File: src/rtl/core/aps_pkg.sv
package aps_pkg;

  localparam int MAX_VERTICES = 16;
  localparam int COST_WIDTH   = 16;

  localparam int VW        = $clog2(MAX_VERTICES);
  localparam int AW        = 2 * VW;
  localparam int MEM_DEPTH = 1 << AW;
  // extended width: holds any sum of two costs and the 15-bit infinity
  localparam int EW        = ((COST_WIDTH > 16) ? COST_WIDTH : 16) + 2;
  localparam int PADDR_W   = 3;

  // request actions
  localparam logic [1:0] ACT_WRITE = 2'd0;
  localparam logic [1:0] ACT_RUN   = 2'd1;
  localparam logic [1:0] ACT_READ  = 2'd2;

  // result status codes
  localparam logic [1:0] ST_READ    = 2'd0;
  localparam logic [1:0] ST_CLEAN   = 2'd1;
  localparam logic [1:0] ST_CIRCUIT = 2'd2;

  // register indexes (paddr[2])
  localparam logic REG_VCOUNT = 1'b0;
  localparam logic REG_INF    = 1'b1;

  typedef logic [VW-1:0]                vidx_t;
  typedef logic [AW-1:0]                addr_t;
  typedef logic signed [COST_WIDTH-1:0] cost_t;
  typedef logic signed [EW-1:0]         ext_t;

  typedef struct packed {
    logic [1:0]         action;
    logic [3:0]         row;
    logic [3:0]         col;
    logic signed [15:0] cost;
  } req_t;

  typedef struct packed {
    logic [1:0]         status;
    logic [3:0]         vertex_a;
    logic [3:0]         vertex_b;
    logic signed [15:0] value;
  } rsp_t;

  typedef struct packed {
    logic [4:0]  vertex_count;
    logic [14:0] infinity_cost;
  } cfg_t;

  localparam ext_t CMAX_E  = ext_t'((64'sd1 <<< (COST_WIDTH - 1)) - 64'sd1);
  localparam ext_t CMIN_E  = -CMAX_E - ext_t'(1);
  localparam ext_t OUT_MAX = ext_t'(32767);
  localparam ext_t OUT_MIN = ext_t'(-32768);

  function automatic ext_t ext(cost_t v);
    return ext_t'(v);
  endfunction

  function automatic cost_t clamp_cost(ext_t v);
    ext_t w;
    w = v;
    if (v > CMAX_E) w = CMAX_E;
    else if (v < CMIN_E) w = CMIN_E;
    return cost_t'(w);
  endfunction

  function automatic cost_t write_cost(logic signed [15:0] c);
    return clamp_cost(ext_t'(c));
  endfunction

  function automatic logic signed [15:0] clamp_read(cost_t v);
    ext_t w;
    w = ext(v);
    if (w > OUT_MAX) w = OUT_MAX;
    else if (w < OUT_MIN) w = OUT_MIN;
    return w[15:0];
  endfunction

  // saturating add; infinity absorbs
  function automatic cost_t sat_add(cost_t a, cost_t b, logic [14:0] inf);
    ext_t  infv;
    ext_t  s;
    cost_t infc;
    infv = ext_t'({1'b0, inf});
    infc = clamp_cost(infv);
    if (ext(a) >= infv || ext(b) >= infv) return infc;
    s = ext(clamp_cost(ext(a) + ext(b)));
    if (s >= infv) return infc;
    return cost_t'(s);
  endfunction

  function automatic addr_t mk_addr(vidx_t r, vidx_t c);
    return {r, c};
  endfunction

endpackage

File: src/rtl/core/aps_cfg.sv
module aps_cfg import aps_pkg::*; (
  input  logic               clk,
  input  logic               rst,
  input  logic               psel,
  input  logic               penable,
  input  logic               pwrite,
  input  logic [PADDR_W-1:0] paddr,
  input  logic [31:0]        pwdata,
  output logic [31:0]        prdata,
  output logic               pready,
  output cfg_t               cfg
);

  assign pready = 1'b1;

  always_ff @(posedge clk) begin
    if (rst) begin
      cfg.vertex_count  <= 5'd16;
      cfg.infinity_cost <= 15'h7fff;
    end else if (psel && penable && pwrite) begin
      case (paddr[2])
        REG_VCOUNT: cfg.vertex_count  <= pwdata[4:0];
        REG_INF:    cfg.infinity_cost <= pwdata[14:0];
        default: ;
      endcase
    end
  end

  always_comb begin
    case (paddr[2])
      REG_VCOUNT: prdata = {27'd0, cfg.vertex_count};
      REG_INF:    prdata = {17'd0, cfg.infinity_cost};
      default:    prdata = '0;
    endcase
  end

endmodule

File: config.mk
export PLATFORM = sky130hd
export DESIGN_NAME = aps_cfg
export DESIGN_NICKNAME = d
export VERILOG_FILES = /design/src/rtl/core/aps_pkg.sv /design/src/rtl/core/aps_cfg.sv
export SDC_FILE = /design/constraint.sdc
export NUM_CORES = 1
export LEC_CHECK = 0
export ABC_CLOCK_PERIOD_IN_PS = 1350
export BUFFER_PORTS_ARGS = -buffer_cell sky130_fd_sc_hd__buf_4
export CORE_MARGIN = 3
export CORE_UTILIZATION = 40
export CTS_BUF_LIST = sky130_fd_sc_hd__clkbuf_2
export CTS_CLUSTER_DIAMETER = 150
export CTS_CLUSTER_SIZE = 25
export DETAILED_ROUTE_END_ITERATION = 10
export PLACE_DENSITY = 0.95
export SYNTH_ARGS = -nofsm -noshare
export SYNTH_HDL_FRONTEND = slang
export SYNTH_SLANG_ARGS = --single-unit
File: constraint.sdc
create_clock -name clk -period 1.35 [get_ports clk]
set_clock_uncertainty 0.05 [all_clocks]
set_input_delay 0.2025 -clock clk [delete_from_list [all_inputs] [get_ports clk]]
set_output_delay 0.2025 -clock clk [all_outputs]
set_load 0.01 [all_outputs]
After elaboration in Yosys (flattened, before gate mapping)

Index checks and enable logic that the tools add are counted.

Reduce and logical (&&, ||, !) cells: 4
Bitwise operators: 1
Muxes and demuxes: 1

Operators with widths:

| operator            | count |
|---|---|
| $pmux W32 S2        | 1 |
| $reduce_and A2 Y1   | 2 |
| $logic_and A1 B1 Y1 | 2 |
| $not A1 Y1          | 1 |

Input bits: 40
Output and inout port bits: 53
Word-level logic and storage cells: 8
Bits in registers: 20

Longest topological paths before layout

Gate-level depths: netlist of the first run.

Depth after elaboration: 3
Depth in mapped cells: 5
Gate-level depth less buffers: 2

Worst setup path before layout of the first run

No wires, ideal clock.

Path kind: input -> register
Start point: input port paddr[2]
End point: register cfg[10] in the netlist's numbering
Stages: 5
Required time: 1.228 ns
Data arrival time: 0.910 ns
Setup time: 0.072 ns
Setup slack: 0.319 ns
Buffers on the path: 3
Path through: buf_6 and4_4 buf_8 buf_12 mux2i_1

Longest elaborated chain between the ends: 1

RTL lines:

| what                               | line          | source |
|---|---|---|
| start, declared                    | aps_cfg.sv:7  | `input logic [PADDR_W-1:0] paddr,` |
| $reduce_and A2 Y1 (no source line) | --            |  |
| end, declared                      | aps_cfg.sv:11 | `output cfg_t cfg` |

No other way between the ends.
A chain may end at the register's enable or synchronous reset.

Final worst setup path of the first run

Start point: register cfg[18] in the netlist's numbering
End point: output port prdata[3]

Longest elaborated chain between the ends: 1

RTL lines:

| what          | line          | source |
|---|---|---|
| $pmux W32 S2  | aps_cfg.sv:30 | `case (paddr[2])` |
| end, declared | aps_cfg.sv:9  | `output logic [31:0] prdata,` |

No other way between the ends. The select of a mux whose other input is x is not followed.

==> impl_summary.log, run 1 <==
[metrics] arrival time at the worst endpoint: 1.07 ns
[metrics] number of buffers added by the clock tree synthesis step: 3
[metrics] vias post-DR: 911
[metrics] number of cell rows: 18
[metrics] Post-Place Cells: 199
[metrics] CP startpoint kind: flop
[metrics] met2 usage in global routing: 0.251
[metrics] IO Pins: 93
[metrics] final weighted congestion in routability-driven placement: 0.689
[metrics] diode insertion count for antenna repair: 0
[metrics] Maximum Capacitance Violations: 0
[metrics] distinct cell type count after synthesis: 15
[metrics] setup violators final: 0
[metrics] library cell used as clock root buffer: sky130_fd_sc_hd__clkbuf_2
[metrics] power density over the cells: 741 mW/mm^2
[metrics] beginning of the critical path: cfg[18]$_SDFFE_PP0P_
[metrics] CTS clk-pin slew, worst paths: 0.18 ns
[metrics] Iter 0 DRT Violations: 18
[metrics] highest-utilization routing layer at the global route stage: met2
[metrics] die extent in x: 59.0 um
[metrics] global-route wire length before repair: 3520 um
[metrics] maximum buffer depth of the clock tree: 2
[metrics] Fmax achieved: 757 MHz
[metrics] final std cells w/o fill: 205
[metrics] worst flop-to-flop path endpoint: cfg[15]$_SDFFE_PP0P_
[metrics] total detailed-routing wirelength: 2440 um
[metrics] final max-slew violation count: 0
[metrics] global-route usage over all layers: 0.131
[metrics] unrepaired setup endpoints after global routing: yes
[metrics] DRC violations left: 0
[metrics] nets@finish: 216
[metrics] routed via count divided by cell count: 4.44
[metrics] largest net degree at the start of global routing: 40
[metrics] per-instance average area after synthesis: 9.00 um^2
[metrics] post-route cell area: 0.00150 mm^2
[metrics] die outline area: 0.00348 mm^2
[metrics] CTS tree: yes
[metrics] number of antenna violations at the first check in global routing: 0
[metrics] startpoint-to-endpoint class of the critical path: flop to primary output
[metrics] CP endpoint kind: primary output
[metrics] most common cell after layout, fill and taps aside: sky130_fd_sc_hd__buf_4
[metrics] sequential fraction of the synthesis area: 0.356
[metrics] I/O Buffers: 55
[metrics] Worst Setup EP: prdata[3]
[metrics] post-route fraction of the period consumed by the critical path: 0.978
[metrics] leading cell types in the layout, fill and taps excluded: 52 x sky130_fd_sc_hd__buf_4, 31 x sky130_fd_sc_hd__nor2_1, 20 x sky130_fd_sc_hd__mux2i_1
[metrics] maximum resistive drop on vdd: 0.000482 V
[metrics] total negative setup slack: 0 ns
[metrics] reg2reg setup slack: 0.61 ns
[metrics] detail-routed net length per standard cell: 11.9 um
[metrics] hold crit path type: input port to flop
[metrics] number of flip-flops in the largest register: 20
[metrics] via count of the first global-routing pass: 820
[metrics] clock insertion delay at the later pin of the skew report: 0.31 ns
[metrics] global routing met3 resource utilization: 0.0196
[metrics] Core Footprint: 0.00257 mm^2
[metrics] total global routing overflow: 0
[metrics] synthesized area: 0.00112 mm^2
[metrics] Gate Count Post-Synth: 125
[metrics] number of cells traversed by the worst register-to-register path: 3
[metrics] first-pass iteration count of the detailed router: 4
[metrics] Warnings, synthesis: 0
[metrics] worst slack at placement: 0.142 ns
[metrics] fraction of final layout cells sized beyond drive strength 1: 0.434
[metrics] run status: complete, no violations
[metrics] Worst EP required: 1.10 ns
[metrics] shortest period the worst path allows: 1.32 ns
[metrics] GR Util met1: 0.139
[metrics] number of cells traversed by the worst hold path: 3
[metrics] H-tree depth reported by CTS: 1
[metrics] Die Span Y: 59.0 um
[metrics] Hold Vio Cnt, Final: 0
[metrics] largest registers: cfg (20)
[metrics] register with the highest flop count: cfg
[metrics] CP Max Fanout: 3
[metrics] initial core utilization: 0.438
[metrics] leakage: 0.000672 uW
[metrics] post-synthesis to final-layout area growth: 33.5%
[metrics] Cell Area, Placed: 0.00143 mm^2
[metrics] flop and latch count out of synthesis: 20
[metrics] count of nets left with antenna violations after detail routing: 0
[metrics] post-route setup slack: 0.0294 ns
[metrics] clock sinks: 20
[metrics] Critical R2R Launch: cfg[15]$_SDFFE_PP0P_
-- critical path, stage by stage, from the launching register on --
cell and delay [ns]:
sky130_fd_sc_hd__dfxtp_2 0.37, sky130_fd_sc_hd__mux2_4 0.27, sky130_fd_sc_hd__buf_6 0.12
-- worst min path at each step --
| stage | start | end | slack [ns] |
|---|---|---|---|
| after floorplan | pwdata[0] | cfg[15]$_SDFFE_PP0P_ | 0.31 |
| after global placement | pwdata[9] | cfg[9]$_SDFFE_PP1P_ | 0.41 |
| after detailed placement | pwdata[7] | cfg[7]$_SDFFE_PP1P_ | 0.42 |
| after CTS | pwdata[3] | cfg[18]$_SDFFE_PP0P_ | 0.07 |
| after global routing | pwdata[0] | cfg[15]$_SDFFE_PP0P_ | 0.06 |
| final | pwdata[3] | cfg[18]$_SDFFE_PP0P_ | 0.09 |
-- logic make-up after synthesis --
kind of cell / share of synthesized area
and+or+nand+nor: 0.224
buffers and inverters: 0.186
muxes: 0.228
DFF: 0.356
other: 0.00668
-- layout make-up --
cell class | count | area, um^2
Multi-Input combinational cell | 94 | 587
Fill cell | 240 | 1070
Sequential cell | 20 | 412
Clock inverter | 1 | 3.75
Clock buffer | 3 | 15.0
Tap cell | 30 | 37.5
Timing Repair Buffer | 57 | 447
-- through the flow --
stage                     utilization  total power (uW)  hold WS [ns]
after global routing            0.585              1160        0.0611
after CTS                       0.564              1110        0.0747
after global placement          0.556               864         0.407
final                           0.585              1110        0.0854
after detailed placement        0.556               872         0.417
after floorplan                     -               799         0.307
-- report_power, final --
part | internal (uW) | switching [uW]
clock | 64.4 | 177
sequential | 605 | 9.45
combinational | 137 | 120
-- synth_stat cells, drive strengths merged --
cell type | n | area (um^2)
mux2 | 5 | 56.3
clkbuf | 4 | 15.0
mux2i | 20 | 200
buf | 23 | 194
conb | 2 | 7.51
and4 | 1 | 11.3
nor2 | 31 | 116
and2 | 10 | 62.6
nand2b | 8 | 50.1
and4b | 1 | 11.3
dfxtp | 20 | 400
-- routing by layer --
layer	vias up	wire, um
met3	4	199
met5	-	0
met2	44	1270
li1	459	-
met1	404	932
met4	0	38
-- repair_timing --
action,CTS,global route
resized for setup,3,14
setup endpoints to repair,2,5
hold buffers,0,0
setup buffers,0,2
Note: power is estimated with default switching activity, not from simulation.
==> inputs of run 2 (changes only) <==
- ABC_AREA: default -> 1
- CORE_UTILIZATION: 40 -> 41
- PLACE_DENSITY: 0.95 -> 0.86
==> impl_summary.log, run 2 <==
[metrics] number of fillers in the final layout: 240
[metrics] global-route usage over all layers: 0.143
[metrics] maximum buffer depth of the clock tree: 2
[metrics] share of synthesized registers carrying an async set or reset: 0
[metrics] Warnings, synthesis: 0
[metrics] die outline area: 0.00358 mm^2
[metrics] Iter 0 DRT Violations: 22
[metrics] Worst EP required: 1.10 ns
[metrics] DRC violations left: 0
[metrics] combined area of the multi-input logic cells: 591 um^2
[metrics] Synth area leader: sky130_fd_sc_hd__dfxtp_1
[metrics] area share of the largest cell type after synthesis: 0.336
[metrics] CTS tree: yes
[metrics] most common cell after layout, fill and taps aside: sky130_fd_sc_hd__buf_4
[metrics] diode insertion count for antenna repair: 0
[metrics] number of gates resized after CTS: 0
[metrics] Hold WS: 0.0336 ns
[metrics] leading cell types in the layout, fill and taps excluded: 56 x sky130_fd_sc_hd__buf_4, 41 x sky130_fd_sc_hd__nand2_1, 20 x sky130_fd_sc_hd__nand2_2, 20 x sky130_fd_sc_hd__dfxtp_1, 18 x sky130_fd_sc_hd__conb_1
[metrics] clock sinks: 20
[metrics] I/O Buffers: 55
[metrics] leading cell types by total area after synthesis: sky130_fd_sc_hd__dfxtp_1 34%, sky130_fd_sc_hd__nand2_1 13%, sky130_fd_sc_hd__buf_4 11%
[metrics] standard cell with the maximum stage delay on the critical path: sky130_fd_sc_hd__dfxtp_1
[metrics] largest registers: cfg (20)
[metrics] startpoint-to-endpoint class of the critical path: flop to primary output
[metrics] arrival time at the worst endpoint: 1.01 ns
[metrics] number of cells traversed by the worst hold path: 3
[metrics] run status: complete, no violations
[metrics] CP endpoint kind: primary output
[metrics] synthesized area: 0.00119 mm^2
[metrics] setup violators final: 0
[metrics] leakage: 0.000879 uW
[metrics] register with the highest flop count: cfg
[metrics] hold crit path type: input port to flop
[metrics] peak per-stage delay on the critical path: 0.43 ns
[metrics] hold bufs inserted after CTS: 0
[metrics] number of flops mapped to enable cells by yosys: 0
[metrics] sequential fraction of the synthesis area: 0.336
[metrics] Register Area: 400 um^2
[metrics] Most used DFF post-synth: sky130_fd_sc_hd__dfxtp_1
[metrics] top cell family by delay on the critical path: flip-flops
[metrics] per-instance average area after synthesis: 7.53 um^2
[metrics] CP startpoint kind: flop
[metrics] top post-synthesis cells by count: 41 x sky130_fd_sc_hd__nand2_1, 20 x sky130_fd_sc_hd__dfxtp_1, 20 x sky130_fd_sc_hd__nand2_2
[metrics] power density over the cells: 758 mW/mm^2
[metrics] routed via count divided by cell count: 4.33
[metrics] vias post-DR: 1051
[metrics] CP Max Fanout: 3
[metrics] post-detail-place hpwl: 1880 um
[metrics] die extent in x: 59.9 um
[metrics] post-synthesis to final-layout area growth: 31.7%
[metrics] Fmax achieved: 792 MHz
[metrics] Post-CTS Setup Bufs: 0
[metrics] distinct cell type count after synthesis: 19
[metrics] global-route wire length before repair: 3880 um
[metrics] total negative setup slack: 0 ns
[metrics] nets@finish: 254
[metrics] Gate Count Post-Synth: 158
[metrics] Critical R2R Launch: cfg[19]$_SDFFE_PP1P_
[metrics] final max-slew violation count: 0
[metrics] destination of the worst hold path: cfg[6]$_SDFFE_PP1P_
[metrics] detail-routed net length per standard cell: 10.8 um
[metrics] shortest period the worst path allows: 1.26 ns
[metrics] fraction of final layout cells sized beyond drive strength 1: 0.446
[metrics] total detailed-routing wirelength: 2620 um
[metrics] total global routing overflow: 0
[metrics] Hold Vio Cnt, Final: 0
[metrics] via count of the first global-routing pass: 873
[metrics] H-tree depth reported by CTS: 1
[metrics] library cell used as clock root buffer: sky130_fd_sc_hd__clkbuf_2
[metrics] clock insertion delay at the later pin of the skew report: 0.31 ns
[metrics] number of cell rows: 18
[metrics] cell with the most instances on the worst path: sky130_fd_sc_hd__nand2_1
[metrics] first-pass iteration count of the detailed router: 4
[metrics] initial core utilization: 0.455
[metrics] Bufs and invs on worst path: 1
[metrics] count of nets left with antenna violations after detail routing: 0
[metrics] Core Footprint: 0.00261 mm^2
[metrics] number of buffers added by the clock tree synthesis step: 3
[metrics] flop and latch count out of synthesis: 20
[metrics] maximum resistive drop on vdd: 0.000596 V
[metrics] most common cell in the netlist: sky130_fd_sc_hd__nand2_1
[metrics] final weighted congestion in routability-driven placement: 0.728
[metrics] number of antenna violations at the first check in global routing: 0
[metrics] cell breakdown of the critical path: nand2_1 -> nand2_1 -> buf_4
[metrics] IO Pins: 93
[metrics] startpoint of the lowest-slack hold path: pwdata[6]
[metrics] largest net degree at the start of global routing: 21
[metrics] CTS clk-pin slew, worst paths: 0.19 ns
[metrics] Maximum Capacitance Violations: 0
[metrics] number of flip-flops in the largest register: 20
[metrics] reg2reg setup slack: 0.70 ns
[metrics] Die Span Y: 59.9 um
[metrics] post-route fraction of the period consumed by the critical path: 0.935
[metrics] number of cells traversed by the worst register-to-register path: 2
[metrics] worst flop-to-flop path endpoint: cfg[19]$_SDFFE_PP1P_
run 2: worst max path at each step:
stage                                   start              endpoint  slack [ns]  cells after the start
after CTS                 cfg[4]$_SDFFE_PP1P_             prdata[4]        0.09                      3
final                     cfg[4]$_SDFFE_PP1P_             prdata[4]        0.09                      3
after global routing      cfg[4]$_SDFFE_PP1P_             prdata[4]       -0.01                      3
after floorplan                           rst  cfg[10]$_SDFFE_PP1P_        0.39                      3
after global placement               paddr[2]   cfg[1]$_SDFFE_PP1P_        0.21                      5
after detailed placement             paddr[2]  cfg[14]$_SDFFE_PP1P_        0.19                      5
run 2: metal layers:
metal / vias up / track usage / wire [um]
li1: 550 / - / -
met3: 2 / 0.0389 / 211
met2: 40 / 0.235 / 1330
met4: 0 / 0.0570 / 7
met1: 459 / 0.177 / 1080
met5: - / 0 / 0
run 2: worst reg2reg max path, stage by stage (launching register included):
cell and delay, ns:
sky130_fd_sc_hd__dfxtp_1 0.36, sky130_fd_sc_hd__o21ai_0 0.07, sky130_fd_sc_hd__nand3_1 0.08
run 2: logic make-up (layout without fill, tap and decap cells):
kind of cell / after synthesis / after routing / synth area share
other: 2 / 18 / 0.00631
and+or+nand+nor: 94 / 94 / 0.435
buffers and inverters: 41 / 80 / 0.218
AOI/OAI and AO/OA: 1 / 1 / 0.00420
DFF: 20 / 20 / 0.336
run 2: layout make-up:
class                      instances  area share
clock buffer                       3     0.00958
clock inverter                     1     0.00240
inverter                          17      0.0439
multi-input combinational        113       0.377
sequential                        20       0.256
tap                               30      0.0240
timing repair buffer              59       0.288
run 2: power by group:
group          switching (uW)  leakage [uW]  internal, uW
combinational             166      0.000701           143
sequential               17.5      0.000163           613
clock                     185     0.0000140          64.4
total                     368      0.000879           820
run 2: metrics by stage:
step                      setup slack, ns  cell area, um^2  std cells  total power (uW)   util
final                              0.0881             1570        243              1190  0.600
after global routing              -0.0124             1570        243              1270  0.600
after CTS                          0.0885             1540        240              1200  0.588
after detailed placement            0.185             1520        236               946  0.581
after global placement              0.213             1520        236               941  0.581
after floorplan                     0.385             1250        174               843      -
